**src/hw/rtl/calendar_datetime_to_epoch_assert.svh**
```systemverilog
// Assertion macros for the calendar-to-epoch converter.
// Depends on nothing; included by the top level just before its checks.
`ifndef CALENDAR_DATETIME_TO_EPOCH_ASSERT_SVH
`define CALENDAR_DATETIME_TO_EPOCH_ASSERT_SVH

// Same-cycle implication, checked out of reset.
`define CDTE_ASSERT_NOW(label, clk, rst_n, ante, cons, msg) \
  label: assert property (@(posedge clk) disable iff (!rst_n) (ante) |-> (cons)) \
    else $error(msg);

// Next-cycle implication, checked out of reset.
`define CDTE_ASSERT_NEXT(label, clk, rst_n, ante, cons, msg) \
  label: assert property (@(posedge clk) disable iff (!rst_n) (ante) |=> (cons)) \
    else $error(msg);

`endif

```
**src/hw/rtl/cdte_pkg.sv**
```systemverilog
// Shared types, constants and calendar helper functions for the
// calendar-to-epoch converter. No dependencies.
package cdte_pkg;

  localparam logic [11:0] YEAR_FIRST    = 12'd2000;
  localparam logic [11:0] YEAR_LAST     = 12'd2099;
  localparam logic [16:0] SECS_PER_DAY  = 17'd86400;
  localparam logic [11:0] SECS_PER_HOUR = 12'd3600;
  localparam logic [4:0]  HOUR_MAX      = 5'd23;
  localparam logic [5:0]  MINSEC_MAX    = 6'd59;
  localparam logic [3:0]  MONTH_FEB     = 4'd2;
  localparam logic [3:0]  MONTH_DEC     = 4'd12;
  // 2000-01-01 was a Saturday (6 with Monday as 1).
  localparam logic [15:0] WDAY_OFFSET   = 16'd5;

  typedef struct packed {
    logic [11:0] calendar_year;
    logic [3:0]  month_number;
    logic [4:0]  day_of_month;
    logic [4:0]  hour_of_day;
    logic [5:0]  minute_of_hour;
    logic [5:0]  second_of_minute;
  } in_t;

  typedef struct packed {
    logic        datetime_valid;
    logic [31:0] seconds_since_2000;
    logic [2:0]  weekday;
    logic [7:0]  bcd_year;
    logic [4:0]  bcd_month;
    logic [5:0]  bcd_day;
    logic [5:0]  bcd_hour;
    logic [6:0]  bcd_minute;
    logic [6:0]  bcd_second;
  } out_t;

  // After range checks.
  typedef struct packed {
    logic       ok;
    logic [6:0] year_ofs;
    logic [3:0] month;
    logic [4:0] day;
    logic [4:0] hour;
    logic [5:0] minute;
    logic [5:0] second;
    logic [8:0] days_before_month;
  } s1_t;

  // After day and time-of-day counts.
  typedef struct packed {
    logic        ok;
    logic [15:0] day_count;
    logic [16:0] tod_secs;
    logic [7:0]  bcd_year;
    logic [4:0]  bcd_month;
    logic [5:0]  bcd_day;
    logic [5:0]  bcd_hour;
    logic [6:0]  bcd_minute;
    logic [6:0]  bcd_second;
  } s2_t;

  function automatic logic [4:0] month_len(input logic [3:0] m, input logic leap);
    logic [4:0] len;
    begin
      case (m)
        4'd1, 4'd3, 4'd5, 4'd7, 4'd8, 4'd10, 4'd12: len = 5'd31;
        4'd4, 4'd6, 4'd9, 4'd11:                   len = 5'd30;
        4'd2:                                       len = leap ? 5'd29 : 5'd28;
        default:                                    len = 5'd0;
      endcase
      return len;
    end
  endfunction

  // Days in the year before the first of month m, no leap day.
  function automatic logic [8:0] days_before(input logic [3:0] m);
    logic [8:0] d;
    begin
      case (m)
        4'd1:    d = 9'd0;
        4'd2:    d = 9'd31;
        4'd3:    d = 9'd59;
        4'd4:    d = 9'd90;
        4'd5:    d = 9'd120;
        4'd6:    d = 9'd151;
        4'd7:    d = 9'd181;
        4'd8:    d = 9'd212;
        4'd9:    d = 9'd243;
        4'd10:   d = 9'd273;
        4'd11:   d = 9'd304;
        4'd12:   d = 9'd334;
        default: d = 9'd0;
      endcase
      return d;
    end
  endfunction

  // Two BCD digits of v (v below 100); tens by multiply with 205 / 2048.
  function automatic logic [7:0] to_bcd(input logic [6:0] v);
    logic [14:0] prod;
    logic [3:0]  tens;
    logic [6:0]  units;
    begin
      prod  = 15'(v) * 15'd205;
      tens  = prod[14:11];
      units = v - 7'(tens) * 7'd10;
      return {tens, units[3:0]};
    end
  endfunction

  // v mod 7 by folding octal digits (8 is 1 mod 7).
  function automatic logic [2:0] mod7(input logic [15:0] v);
    logic [5:0] s1;
    logic [3:0] s2;
    logic [3:0] s3;
    begin
      s1 = 6'(v[2:0]) + 6'(v[5:3]) + 6'(v[8:6]) + 6'(v[11:9]) + 6'(v[14:12])
         + 6'(v[15]);
      s2 = 4'(s1[5:3]) + 4'(s1[2:0]);
      s3 = 4'(s2[3]) + 4'(s2[2:0]);
      return (s3 >= 4'd7) ? 3'(s3 - 4'd7) : s3[2:0];
    end
  endfunction

endpackage

```
**src/hw/rtl/cdte_check.sv**
```systemverilog
// First stage: range checks and month lookup.
// Depends on cdte_pkg.
module cdte_check (
  input  logic          clk,
  input  logic          rst_n,
  input  logic          in_vld,
  input  cdte_pkg::in_t in_word,
  output logic          s1_vld_r,
  output cdte_pkg::s1_t s1_r
);
  import cdte_pkg::*;

  s1_t        s1_nxt;
  logic [6:0] year_ofs;
  logic       year_ok;
  logic       leap;
  logic [4:0] mlen;

  always_comb begin
    year_ok  = (in_word.calendar_year >= YEAR_FIRST) && (in_word.calendar_year <= YEAR_LAST);
    year_ofs = 7'(in_word.calendar_year - YEAR_FIRST);
    // 2000 is a leap year by the 400 rule, so in range it is just year mod 4.
    leap     = (year_ofs[1:0] == 2'd0);
    mlen     = month_len(in_word.month_number, leap);

    s1_nxt.ok = year_ok
             && (in_word.month_number >= 4'd1) && (in_word.month_number <= MONTH_DEC)
             && (in_word.day_of_month >= 5'd1) && (in_word.day_of_month <= mlen)
             && (in_word.hour_of_day <= HOUR_MAX)
             && (in_word.minute_of_hour <= MINSEC_MAX)
             && (in_word.second_of_minute <= MINSEC_MAX);
    s1_nxt.year_ofs          = year_ofs;
    s1_nxt.month             = in_word.month_number;
    s1_nxt.day               = in_word.day_of_month;
    s1_nxt.hour              = in_word.hour_of_day;
    s1_nxt.minute            = in_word.minute_of_hour;
    s1_nxt.second            = in_word.second_of_minute;
    s1_nxt.days_before_month = days_before(in_word.month_number)
                             + 9'((leap && (in_word.month_number > MONTH_FEB)) ? 1 : 0);
  end

  always_ff @(posedge clk) begin
    if (!rst_n) begin
      s1_vld_r <= 1'b0;
    end else begin
      s1_vld_r <= in_vld;
    end
  end

  always_ff @(posedge clk) begin
    s1_r <= s1_nxt;
  end

endmodule

```
**src/hw/rtl/cdte_count.sv**
```systemverilog
// Second stage: day count since 2000-01-01, seconds into the day, BCD digits.
// Depends on cdte_pkg.
module cdte_count (
  input  logic          clk,
  input  logic          rst_n,
  input  logic          s1_vld,
  input  cdte_pkg::s1_t s1,
  output logic          s2_vld_r,
  output cdte_pkg::s2_t s2_r
);
  import cdte_pkg::*;

  s2_t        s2_nxt;
  logic [7:0] yr_plus3;

  always_comb begin
    yr_plus3 = 8'(s1.year_ofs) + 8'd3;
    s2_nxt.ok = s1.ok;
    // Whole years: 365 per year plus one leap day per started group of four.
    s2_nxt.day_count = 16'(s1.year_ofs) * 16'd365 + 16'(yr_plus3[7:2])
                     + 16'(s1.days_before_month) + 16'(s1.day) - 16'd1;
    s2_nxt.tod_secs  = 17'(s1.hour) * 17'(SECS_PER_HOUR) + 17'(s1.minute) * 17'd60
                     + 17'(s1.second);
    s2_nxt.bcd_year   = to_bcd(s1.year_ofs);
    s2_nxt.bcd_month  = 5'(to_bcd(7'(s1.month)));
    s2_nxt.bcd_day    = 6'(to_bcd(7'(s1.day)));
    s2_nxt.bcd_hour   = 6'(to_bcd(7'(s1.hour)));
    s2_nxt.bcd_minute = 7'(to_bcd(7'(s1.minute)));
    s2_nxt.bcd_second = 7'(to_bcd(7'(s1.second)));
  end

  always_ff @(posedge clk) begin
    if (!rst_n) begin
      s2_vld_r <= 1'b0;
    end else begin
      s2_vld_r <= s1_vld;
    end
  end

  always_ff @(posedge clk) begin
    s2_r <= s2_nxt;
  end

endmodule

```
**src/hw/rtl/cdte_merge.sv**
```systemverilog
// Third stage: seconds total, weekday, zeroing of invalid words; output register.
// Depends on cdte_pkg.
module cdte_merge (
  input  logic           clk,
  input  logic           rst_n,
  input  logic           s2_vld,
  input  cdte_pkg::s2_t  s2,
  output logic           out_vld_r,
  output cdte_pkg::out_t out_r
);
  import cdte_pkg::*;

  out_t        out_nxt;
  logic [31:0] secs;
  logic [2:0]  wday;

  always_comb begin
    secs = 32'(s2.day_count) * 32'(SECS_PER_DAY) + 32'(s2.tod_secs);
    wday = mod7(s2.day_count + WDAY_OFFSET) + 3'd1;
    out_nxt = '0;
    if (s2.ok) begin
      out_nxt.datetime_valid     = 1'b1;
      out_nxt.seconds_since_2000 = secs;
      out_nxt.weekday            = wday;
      out_nxt.bcd_year           = s2.bcd_year;
      out_nxt.bcd_month          = s2.bcd_month;
      out_nxt.bcd_day            = s2.bcd_day;
      out_nxt.bcd_hour           = s2.bcd_hour;
      out_nxt.bcd_minute         = s2.bcd_minute;
      out_nxt.bcd_second         = s2.bcd_second;
    end
  end

  always_ff @(posedge clk) begin
    if (!rst_n) begin
      out_vld_r <= 1'b0;
    end else begin
      out_vld_r <= s2_vld;
    end
  end

  always_ff @(posedge clk) begin
    out_r <= out_nxt;
  end

endmodule

```
**src/hw/rtl/calendar_datetime_to_epoch.sv**
```systemverilog
// Calendar date/time to seconds since 2000-01-01 00:00:00, with weekday and
// BCD fields. Three-stage pipeline: take one word per clock on start, and
// expect its result on out_strobe from the stage-three register, in order.
// busy is held low: every stage advances every cycle, so the block never
// refuses a word, and the receiver must take each result in the cycle it
// shows. Stage one checks ranges and looks up the month; stage two forms the
// day count and seconds into the day; stage three multiplies by 86400, folds
// the weekday mod 7 and zeroes every field of an out-of-range word
// (datetime_valid low). Reset clears the valid bits only.
// Depends on cdte_pkg, cdte_check, cdte_count, cdte_merge and the assert header.
module calendar_datetime_to_epoch (
  input  logic           clk,
  input  logic           rst_n,
  input  logic           start,
  output logic           busy,
  input  cdte_pkg::in_t  in_word,
  output logic           out_strobe,
  output cdte_pkg::out_t out_word
);
  import cdte_pkg::*;

  logic in_vld;
  logic s1_vld;
  s1_t  s1;
  logic s2_vld;
  s2_t  s2;

  // Never stall: the pipe has no hold path.
  assign busy   = 1'b0;
  assign in_vld = start && !busy;

  cdte_check u_check (
    .clk      (clk),
    .rst_n    (rst_n),
    .in_vld   (in_vld),
    .in_word  (in_word),
    .s1_vld_r (s1_vld),
    .s1_r     (s1)
  );

  cdte_count u_count (
    .clk      (clk),
    .rst_n    (rst_n),
    .s1_vld   (s1_vld),
    .s1       (s1),
    .s2_vld_r (s2_vld),
    .s2_r     (s2)
  );

  cdte_merge u_merge (
    .clk       (clk),
    .rst_n     (rst_n),
    .s2_vld    (s2_vld),
    .s2        (s2),
    .out_vld_r (out_strobe),
    .out_r     (out_word)
  );

`include "calendar_datetime_to_epoch_assert.svh"

  // A strobe only for an accepted word that has passed every stage register.
  `CDTE_ASSERT_NOW(a_strobe_origin, clk, rst_n, out_strobe, $past(in_vld, 3), "cdte: strobe without word")
  // Valid bits move one stage per cycle.
  `CDTE_ASSERT_NEXT(a_stage_advance, clk, rst_n, s2_vld, out_strobe, "cdte: stage two word lost")
  // Rejected words carry all-zero results.
  `CDTE_ASSERT_NOW(a_invalid_zero, clk, rst_n, out_strobe && !out_word.datetime_valid, (out_word.seconds_since_2000 == 32'd0) && (out_word.weekday == 3'd0) && (out_word.bcd_year == 8'd0), "cdte: invalid word not zeroed")
  // Accepted words have a weekday and stay within the century.
  `CDTE_ASSERT_NOW(a_valid_range, clk, rst_n, out_strobe && out_word.datetime_valid, (out_word.weekday != 3'd0) && (out_word.seconds_since_2000 < 32'd3155760000), "cdte: result out of range")

endmodule

```
**config.mk**
```make
export PLATFORM = sky130hd
export DESIGN_NAME = calendar_datetime_to_epoch
export DESIGN_NICKNAME = d
export VERILOG_FILES = /design/src/hw/rtl/cdte_pkg.sv /design/src/hw/rtl/cdte_check.sv /design/src/hw/rtl/cdte_count.sv /design/src/hw/rtl/cdte_merge.sv /design/src/hw/rtl/calendar_datetime_to_epoch.sv
export VERILOG_INCLUDE_DIRS = /design/src /design/src/hw/rtl
export SDC_FILE = /design/constraint.sdc
export NUM_CORES = 1
export LEC_CHECK = 0
export ABC_AREA = 1
export BUFFER_PORTS_ARGS = -buffer_cell sky130_fd_sc_hd__buf_2
export CORE_UTILIZATION = 63
export DETAILED_ROUTE_END_ITERATION = 12
export GPL_TIMING_DRIVEN = 1
export PLACE_DENSITY = 0.82
export REMOVE_ABC_BUFFERS = 1
export SETUP_SLACK_MARGIN = 0.05
export SLEW_MARGIN = 20
export SYNTH_ARGS = -nofsm -noshare
export SYNTH_HDL_FRONTEND = slang
export SYNTH_HIERARCHICAL = 1
export SYNTH_SLANG_ARGS = --single-unit
```
**constraint.sdc**
```tcl
create_clock -name clk -period 7.55 [get_ports clk]
set_clock_uncertainty 0.2 [all_clocks]
set_input_delay 1.51 -clock clk [delete_from_list [all_inputs] [get_ports clk]]
set_output_delay 1.51 -clock clk [all_outputs]
set_load 0.1 [all_outputs]
```
==> metrics.cfg <==
[floorplanning]
die_x_um = 172.7
io_pins = 118
core-area_um2 = 28700
rows = 62
start_util_pct = 63.93
die_h_um = 172.7
dieArea_um2 = 29810

[synthesis]
avgSynthCellArea_um2 = 7.985
yosys.cell_types.count = 52
yosysWarnings = 6
async_flop_share_pct = 0
synthFlopType = dfxtp_1
synth.cell_area_um2 = 18350
ys_seq_area_share_pct = 21.06
ys_ff_latch = 193
synth_edf_count = 0
syn_inst = 2298

[route]
wl_um = 37660
drtIter0Drc = 549
firstDrtPassIters = 5
wl_per_cell_um = 13.36
postRouteAntennaNets = 0
vias_per_cell = 5.099
drc_errors = 0
vias = 14380

[global_route]
met2_usage_pct = 46.67
grt_pass1_wl_um = 64620
met3_usage_pct = 3.584
track_usage_pct = 26.17
antenna_found_initial = 1
grt_pass1_vias = 14430
gr-total-overflow = 0
grt_max_degree = 63
met1_usage_pct = 32.61
grt.busiest_layer = met2

[sta]
tightest_slew_ps = 698.1
post-route-period-util_pct = 85.16
setup_tns_ps = 0
hold_violations = 0
slew_headroom_pct = 53.46
maxSlewViolCount = 0
period_needed_ps = 6429
max_freq_ghz = 0.1555
fin_ws_ps = 1121
setup_violations = 0
rsz0062_at_grt = false

[clocking]
cts_buffer_depth = 2
insertion_delay_ps = 440
holdBufCountCts = 0
cts_resized = 0
cts.clk_slew.worst_paths_ps = 80
cts_setup_buffers = 0
root_buffer = clkbuf_16
cts_max_level = 4
cts_tree = done
cts_buffers = 17
clock-sinks = 193

[setup_path]
required_ps = 7720
path_max_fanout = 7
crit_slowest_cell = fa_1
cpPeakStageDelay_ps = 520
path_common_cell = ha_1
startpoint_type = register
path_class = register to register
worstPathArrival_ps = 6590
worstSetupEndpointType = register

[placed_design]
io_buffers = 116
place.gp.congestion = 0.9462
dp_hpwl_um = 31110
pre_cts_slack_ps = 1180

[min_path]
hold_class = register to register

[finish]
final_nets = 2956
area_delta_synth_final_pct = 8.782
n_antenna_cell = 0
layout-drive-gt1-share_pct = 10.31

[flow_run]
maxCapViolCount = 0

[run_status]
outcome = complete, no violations

[metal layers]
layer | vias up | part of all wire (%)
met3 | 60 | 4.0
met1 | 6655 | 45
met4 | 2 | 2.1
met2 | 321 | 49
li1 | 7337 | -
met5 | - | 0.035
[cell usage in the layout, fill, tap and decap left out, types with 11 or more instances in the layout]
master and count:
nor2_1 124, dfxtp_1 192, xnor2_1 32, nand3_1 97
nor2_2 16, nor3_1 15, clkbuf_16 17, a21oi_1 86
inv_2 13, nand3_2 11, nand3b_1 11, xor2_1 55
nand2_2 29, ha_1 369, nand2_1 449, buf_2 116
fa_1 124, inv_1 542, o21ai_0 31, nand4_1 15
[synth_stat cells (29+ instances only)]
master / number / area, µm²
fa_1: 124 / 2482
a21oi_1: 86 / 430.4
o21ai_0: 31 / 155.2
xor2_1: 55 / 481.7
dfxtp_1: 193 / 3864
ha_1: 369 / 4617
nand2_2: 29 / 181.4
inv_1: 542 / 2034
xnor2_1: 32 / 280.3
nand3_1: 97 / 485.5
nor2_1: 124 / 465.5
nand2_1: 449 / 1685
[critical path: cells and delay by family (launching register included)]
kind / cells / cell delay, ps
multiplexers: 1 / 350
AND/OR/NAND/NOR: 10 / 950
flip-flops: 1 / 480
XOR/XNOR: 1 / 180
adder cells (fa/ha/maj): 11 / 3610
AO/OA/AOI/OAI: 1 / 200
buffers and inverters: 5 / 360
[per-stage QoR]
step           utilization [%]  std cells  hold slack (ps)  instance area [µm²]
6_report                 69.55       2819            117.8                19960
5_1_grt                  69.55       2819            121.4                19960
4_1_cts                  69.55       2819            120.8                19960
3_5_place_dp             67.45       2787            124.2                19360
3_3_place_gp             67.45       2787            119.3                19360
2_1_floorplan                -       2286            109.6                18290
[worst paths after layout]
check	startpoint	cells after the start	slack, ps	end
setup / recovery	u_count/s2_r[58]$_DFF_P_	29	1120	u_merge/out_r[41]$_SDFF_PN0_
hold / removal	u_check/s1_r[42]$_DFF_P_	0	120	u_count/s2_r[72]$_DFF_P_
setup reg to reg	u_count/s2_r[58]$_DFF_P_	29	1120	u_merge/out_r[41]$_SDFF_PN0_
hold reg to reg	u_check/s1_r[42]$_DFF_P_	0	120	u_count/s2_r[72]$_DFF_P_
[cells by family after synthesis]
group | after synthesis | share of synthesized area, %
buf+inv | 567 | 11.69
mux | 1 | 0.06136
other cells | 1 | 0.02044
compound gates | 156 | 4.882
xor+xnor | 87 | 4.152
flops | 193 | 21.06
simple gates | 800 | 19.45
fa+ha+maj | 493 | 38.69
[registers in the layout, indices dropped and copies added (netlist names)]
signal	cells
u_check/s1_r	43
u_merge/out_r	75
u_check/s1_vld_r	1
u_merge/out_vld_r	1
u_count/s2_r	72
u_count/s2_vld_r	1
[layout make-up]
class	instances	area, µm²
multi-input combinational	1538	12340
fill	2251	8741
sequential	193	3865
inverter	555	2083
timing repair buffer	117	588.1
tap	384	480.5
clock buffer	18	439.2
clock inverter	14	163.9
Power is not shown: default switching activity piles up to over one toggle a cycle in this logic, so the estimate is an artifact.
